`config.mk`:
```
export PLATFORM = sky130hd
export DESIGN_NAME = stream_duplicate_filter
export DESIGN_NICKNAME = d
export VERILOG_FILES = /design/src/sdf_pkg.sv /design/src/stream_duplicate_filter.sv /design/src/sdf_cell.sv
export SDC_FILE = /design/constraint.sdc
export NUM_CORES = 2
export LEC_CHECK = 0
export ABC_AREA = 1
export BUFFER_PORTS_ARGS = -buffer_cell sky130_fd_sc_hd__buf_2
export CORE_MARGIN = 2
export CORE_UTILIZATION = 55
export DETAILED_ROUTE_END_ITERATION = 16
export GPL_ROUTABILITY_DRIVEN = 0
export PLACE_DENSITY = 0.71
export SYNTH_ARGS = -nofsm -noshare
export SYNTH_HDL_FRONTEND = slang
export SYNTH_SLANG_ARGS = --single-unit
export TNS_END_PERCENT = 20
```
`constraint.sdc`:
```
create_clock -name clk -period 40.6 [get_ports clk]
set_input_delay 0 -clock clk [delete_from_list [all_inputs] [get_ports clk]]
set_output_delay 0 -clock clk [all_outputs]
set_load 0.05 [all_outputs]
```
`src/sdf_pkg.sv`:
```
// Shared types for the stream duplicate filter.
`timescale 1ns / 1ps

package sdf_pkg;

    localparam int unsigned VALUE_W = 32;

    // One word as it travels down the chain of cells, with the flags that
    // the cells it has already passed have gathered.
    typedef struct packed {
        logic                      valid;
        logic signed [VALUE_W-1:0] value;
        logic                      last;
        logic                      hit;     // matched an entry upstream
        logic                      stored;  // written into an upstream entry
    } sdf_item_t;

endpackage

```
`src/stream_duplicate_filter.sv`:
```
// A word is registered in every cell's slot in turn, from the first at its accept edge
// to the last, whose slot drives the output.
// Throughput: one word per cycle; the chain moves in lockstep, so a stalled
// output word holds the whole chain (one more word can enter an empty first slot).
// Reset: rst_n is asynchronous and active low; it empties every entry and
// every pipeline slot. Entry values are not cleared, only their valid bits.
`timescale 1ns / 1ps

module stream_duplicate_filter
    import sdf_pkg::*;
#(
    parameter int unsigned TABLE_DEPTH = 64
)
(
    input  logic                      clk,
    input  logic                      rst_n,
    input  logic                      in_valid,
    output logic                      in_ready,
    input  logic signed [VALUE_W-1:0] value,
    input  logic                      last,
    output logic                      out_valid,
    input  logic                      out_ready,
    output logic signed [VALUE_W-1:0] value_out,
    output logic                      keep,
    output logic                      set_full,
    output logic                      last_out
);

    // The seen set is spread over a row of cells, one entry per cell. Every
    // word walks down the row one cell per cycle while the chain moves. Each
    // cell compares the word with its own entry and, if the word is new and
    // the entry is free, takes the value. Words stay in order, so a word
    // always reaches a cell after every earlier word has left it, and sees
    // exactly the entries that the earlier words of its sequence wrote.
    // Entries fill from the front, so those a word sees valid are a prefix.
    //
    // The word marked last clears each entry as it passes, so words of the
    // next sequence, which trail behind it, see an empty set.

    sdf_item_t              stage_in  [TABLE_DEPTH];
    sdf_item_t              stage_out [TABLE_DEPTH];
    logic [TABLE_DEPTH-1:0] entry_valid;
    logic                   advance;
    logic                   head_en;
    sdf_item_t              tail;

    assign tail = stage_out[TABLE_DEPTH-1];

    // The chain moves when the output slot is empty or being taken. The
    // first slot may also load on its own while it is empty.
    assign advance  = !tail.valid || out_ready;
    assign head_en  = advance || !stage_out[0].valid;
    assign in_ready = head_en;

    // A word enters the chain with no hit and no stored flag.
    assign stage_in[0] = {in_valid, value, last, 1'b0, 1'b0};

    generate
        for (genvar k = 0; k < TABLE_DEPTH; k++)
        begin : g_cell
            if (k > 0)
            begin : g_link
                assign stage_in[k] = stage_out[k-1];
            end

            sdf_cell u_cell
            (
                .clk         (clk),
                .rst_n       (rst_n),
                .en          ((k == 0) ? head_en : advance),
                .item_in     (stage_in[k]),
                .item_out    (stage_out[k]),
                .entry_valid (entry_valid[k])
            );
        end
    endgenerate

    // A word that hit nothing and found no free entry met a full set: it is
    // still a first occurrence, so it is kept, and the overflow is flagged.
    assign out_valid = tail.valid;
    assign value_out = tail.value;
    assign keep      = !tail.hit;
    assign set_full  = !tail.hit && !tail.stored;
    assign last_out  = tail.last;

    // An overflow word is always a kept word.
    assert property (@(posedge clk) disable iff (!rst_n)
        out_valid && set_full |-> keep)
        else $error("set_full raised on a dropped word");

    // With nothing waiting at the output, the filter must take input.
    assert property (@(posedge clk) disable iff (!rst_n)
        !out_valid |-> in_ready)
        else $error("input stalled with an empty output slot");

    // A word in the next-to-last slot reaches the output when the chain moves.
    assert property (@(posedge clk) disable iff (!rst_n)
        advance && stage_out[TABLE_DEPTH-2].valid |=> out_valid)
        else $error("word lost between the last two cells");

    // A last word clears the first entry as it enters.
    assert property (@(posedge clk) disable iff (!rst_n)
        in_valid && in_ready && last |=> !entry_valid[0])
        else $error("first entry not cleared by the last word");

endmodule

```
`src/sdf_cell.sv`:
```
// One cell of the filter chain: a single seen-set entry and one pipeline slot.
`timescale 1ns / 1ps

module sdf_cell
    import sdf_pkg::*;
(
    input  logic      clk,
    input  logic      rst_n,
    input  logic      en,
    input  sdf_item_t item_in,
    output sdf_item_t item_out,
    output logic      entry_valid
);

    logic                      entry_valid_reg;
    logic                      entry_valid_next;
    logic signed [VALUE_W-1:0] entry_value_reg;
    logic                      item_valid_reg;
    sdf_item_t                 item_reg;
    sdf_item_t                 item_next;
    logic                      match;
    logic                      store;

    // A word is stored in the first free entry it meets, unless an earlier
    // entry already holds its value. A word marked last clears the entry.
    always_comb
    begin
        match = entry_valid_reg && (entry_value_reg == item_in.value);
        store = item_in.valid && !entry_valid_reg && !item_in.hit && !item_in.stored;

        item_next        = item_in;
        item_next.hit    = item_in.hit | match;
        item_next.stored = item_in.stored | store;

        entry_valid_next = entry_valid_reg;
        if (item_in.valid && item_in.last)
        begin
            entry_valid_next = 1'b0;
        end
        else if (store)
        begin
            entry_valid_next = 1'b1;
        end
    end

    always_ff @(posedge clk or negedge rst_n)
    begin
        if (!rst_n)
        begin
            entry_valid_reg <= 1'b0;
            item_valid_reg  <= 1'b0;
        end
        else if (en)
        begin
            entry_valid_reg <= entry_valid_next;
            item_valid_reg  <= item_in.valid;
        end
    end

    always_ff @(posedge clk)
    begin
        if (en)
        begin
            item_reg <= item_next;
            if (store)
            begin
                entry_value_reg <= item_in.value;
            end
        end
    end

    always_comb
    begin
        item_out       = item_reg;
        item_out.valid = item_valid_reg;
    end

    assign entry_valid = entry_valid_reg;

endmodule
```
==> flow_summary_export.csv <==
group,metric,value,unit
clock_tree,clock_latency,0.95,ns
clock_tree,path_clk_slew,0.06,ns
clock_tree,cts_setup_buffers,0,
die,coreArea,309000,µm²
worst_hold_path,min_path_type,"in2reg",
timing,hold_violations,0,
finish,drive_above_1_share,6.56,%
logic_synthesis,yosysTopAreaCell,"edfxtp_1",
logic_synthesis,synthAdderAreaFrac,0,%
critical_path,crit_path_frequent_cell,"buf_4",
timing,fmax,167,MHz
finish,num-fill-cells,22200,
finish,largest_register_ffs,2240,
route,initialDrtViolationCount,7694,
power_and_ir_drop,power_density,74.9,nW/µm²
critical_path,critPathRequiredTime,41.14,ns
die,num_rows,204,
critical_path,rr_worst_depth,12,
grt,grt_overflow,0,
power_and_ir_drop,p_leak,78.2,nW
timing,min_period_over_period,14.7,%
timing,period_needed,5.97,ns
clock_tree,cts.sinks,4416,
die,chipWidth,562,µm
flow_run,drv_cap,0,
critical_path,crit_buf_inv,10,
timing,worst_pin_slew,1.29,ns
critical_path,cp.depth,12,
die,initial_core_util,55.3,%
grt,grt_pass1_vias,89100,
timing,slew_headroom,14.2,%
timing,finalSetupViolCount,0,
route,ant_nets,0,
critical_path,r2r_slack,34.63,ns
clock_tree,root_buffer,"clkbuf_16",
logic_synthesis,yosysWarnings,0,
logic_synthesis,synth_cells,13300,
clock_tree,clk_path_buf_depth,4,
grt,grt_antenna_before_repair,5,
timing,rsz0062_at_grt,"no",
critical_path,cpPeakStageDelay,0.75,ns
logic_synthesis,ys_ff_latch,4416,
logic_synthesis,synthTopCellsByArea,"edfxtp_1 75%, nand2_1 7.2%, inv_1 5.7%",
critical_path,reg2reg_to,"g_cell[50].u_cell.entry_value_reg[27]",
clock_tree,cts_made_buffers,431,
timing,fin_setup_tns,0,ns
finish,regArea,132000,µm²
logic_synthesis,synth_area,171000,µm²
logic_synthesis,synth_area_per_cell,12.9,µm²
critical_path,worstPathMaxFanout,63,
critical_path,crit_slowest_cell,"buf_4",
route,wirelength,295000,µm
logic_synthesis,yosysUniqueCellTypes,24,
timing,setup_ws,34.63,ns
logic_synthesis,synth_top_area_share,75.2,%
worst_hold_path,hp-start,"value[19]",
grt,grt_util_all_layers,18.6,%
route,drc_errors,0,
logic_synthesis,synthMuxAreaShare,0,%
die,ios,74,
critical_path,start_kind,"register",
route,vias,90300,
critical_path,arrival,6.51,ns
worst_hold_path,holdPathEnd,"g_cell[0].u_cell.item_out[1]",
die,die_area,316000,µm²
route,via_per_inst,4.91,
logic_synthesis,seq_area_frac_synth,77.1,%
power_and_ir_drop,irDropWorstVdd,0.0466,mV
finish,nets,13900,
logic_synthesis,synth_compound_area_share,0.944,%
logic_synthesis,synthSimpleGateAreaFrac,12.4,%
outcome,outcome,"complete, no violations",
critical_path,r2r-start,"g_cell[63].u_cell.item_valid_reg",
logic_synthesis,syn_nets,13300,
logic_synthesis,synth_top_family_by_area,"simple AND/OR/NAND/NOR gates",
clock_tree,cts_tree,"yes",
clock_tree,h-tree-depth,5,
placement,dp_hpwl,193000,µm
critical_path,worstSetupPathType,"reg2reg",
critical_path,crit_path_end_kind,"register",
grt,grt_max_degree,190,
critical_path,critical-path-top-delay-family,"buffers and inverters",
worst_hold_path,hold_depth,7,
route,routedWlPerCell,16.0,µm
logic_synthesis,synth_xor_area_share,3.66,%
finish,area_delta_synth_final,12.1,%
clock_tree,cts_resized,0,
finish,multi_input_comb_area,29100,µm²
route,dr.pass1.iters,6,
placement,io_buffers,73,
placement,dp_slack,34.59,ns
die,die_y,562,µm
grt,grt_pass1_wl,474000,µm
timing,fin_skew,0.0702,ns
timing,final_max_slew_viol_count,0,
critical_path,path_cells,"inv_1 -> nor2_4 -> buf_4 -> inv_8 -> buf_4 -> buf_4 -> buf_4 -> buf_4 -> buf_4 -> nand3_1 -> inv_1 -> buf_4",
==> cells in the mapped netlist <==
cell type,number
clkbuf_1,4
buf_2,18
a21oi_1,4
nor2_1,1128
nand2_1,3295
edfxtp_1,4288
buf_6,1
or2_2,149
o21ai_0,123
xor2_1,128
inv_1,2597
nor2_4,1
xnor2_1,587
nor3b_1,7
buf_4,36
inv_2,1
dfrtp_1,128
nand3_1,264
nand4_1,293
a32oi_1,63
o211ai_1,1
o2111ai_1,1
nor3_1,85
o22ai_1,66
==> worst min-delay path: cells and delay by family <==
family | cells | cell delay, ns
and+or+nand+nor | 4 | 0.23
xor gates and xnor gates | 1 | 0.07
buffers and inverters | 2 | 0.65
==> power by group <==
part | leakage [nW] | switching [mW] | internal [mW]
Combinational | 27.9 | 1.14 | 0.759
Sequential | 43.4 | 1.36 | 7.17
Clock | 6.86 | 1.67 | 2.26
Total | 78.2 | 4.17 | 10.2
==> logic make-up after synthesis <==
group	Yosys count
simple gates	5222
flops	4416
buf+inv	2657
xor+xnor	715
compound gates	258
==> placed cells by master, fill, tap and decap left out, drive strengths merged, types with 128 or more instances in the layout <==
cell type | netlist | final
clkbuf | 4 | 569
inv | 2598 | 2614
nand4 | 293 | 293
dfrtp | 128 | 128
buf | 55 | 161
edfxtp | 4288 | 4288
nand2 | 3295 | 3295
clkinv | 0 | 171
xor2 | 128 | 128
xnor2 | 587 | 587
nand3 | 264 | 264
nor2 | 1129 | 1129
or2 | 149 | 149
==> per-layer routing <==
metal	vias to the layer above	track usage, %	wire [µm]
met5	-	0	14
met4	2	4.83	6360
li1	44700	-	-
met1	43300	26.1	132000
met3	459	2.16	12300
met2	1802	31.1	144000
==> final cells by class <==
type | count | area share [%]
sequential | 4416 | 68.8
multi-input combinational | 6195 | 15.1
clock buffer | 568 | 6.02
inverter | 2598 | 5.09
tap | 4120 | 2.69
clock inverter | 239 | 1.33
timing repair buffer | 234 | 0.955
antenna | 5 | 0.00652
==> timing repair <==
action                     CTS  global route
hold endpoints to repair   175             0
setup endpoints to repair    0             0
hold buffers                73             0
==> worst max-delay path by stage <==
| stage | from | end | slack [ns] |
|---|---|---|---|
| 2_1_floorplan | g_cell[63].u_cell.item_valid_reg | g_cell[10].u_cell.entry_valid | 11.80 |
| 3_3_place_gp | g_cell[63].u_cell.item_valid_reg | g_cell[33].u_cell.entry_value_reg[1] | 34.70 |
| 3_5_place_dp | g_cell[63].u_cell.item_valid_reg | g_cell[50].u_cell.entry_value_reg[0] | 34.59 |
| 4_1_cts | g_cell[63].u_cell.item_valid_reg | g_cell[50].u_cell.entry_value_reg[24] | 34.51 |
| 5_1_grt | g_cell[63].u_cell.item_valid_reg | g_cell[50].u_cell.entry_value_reg[24] | 34.09 |
| 6_report | g_cell[63].u_cell.item_valid_reg | g_cell[50].u_cell.entry_value_reg[27] | 34.63 |
==> metrics by stage <==
step	hold WS (ns)	std cells	power, mW	instance area, µm²	utilization [%]
global route	0.178	18400	15.2	192000	62.0
floorplan	-0.296	13300	9.92	171000	-
global placement	0.0517	17500	10.4	177000	57.2
detailed placement	0.0573	17500	10.5	177000	57.2
CTS	0.101	18400	14.5	192000	62.0
finish	0.189	18400	14.4	192000	62.0
Note: power is estimated with default switching activity, not from simulation.
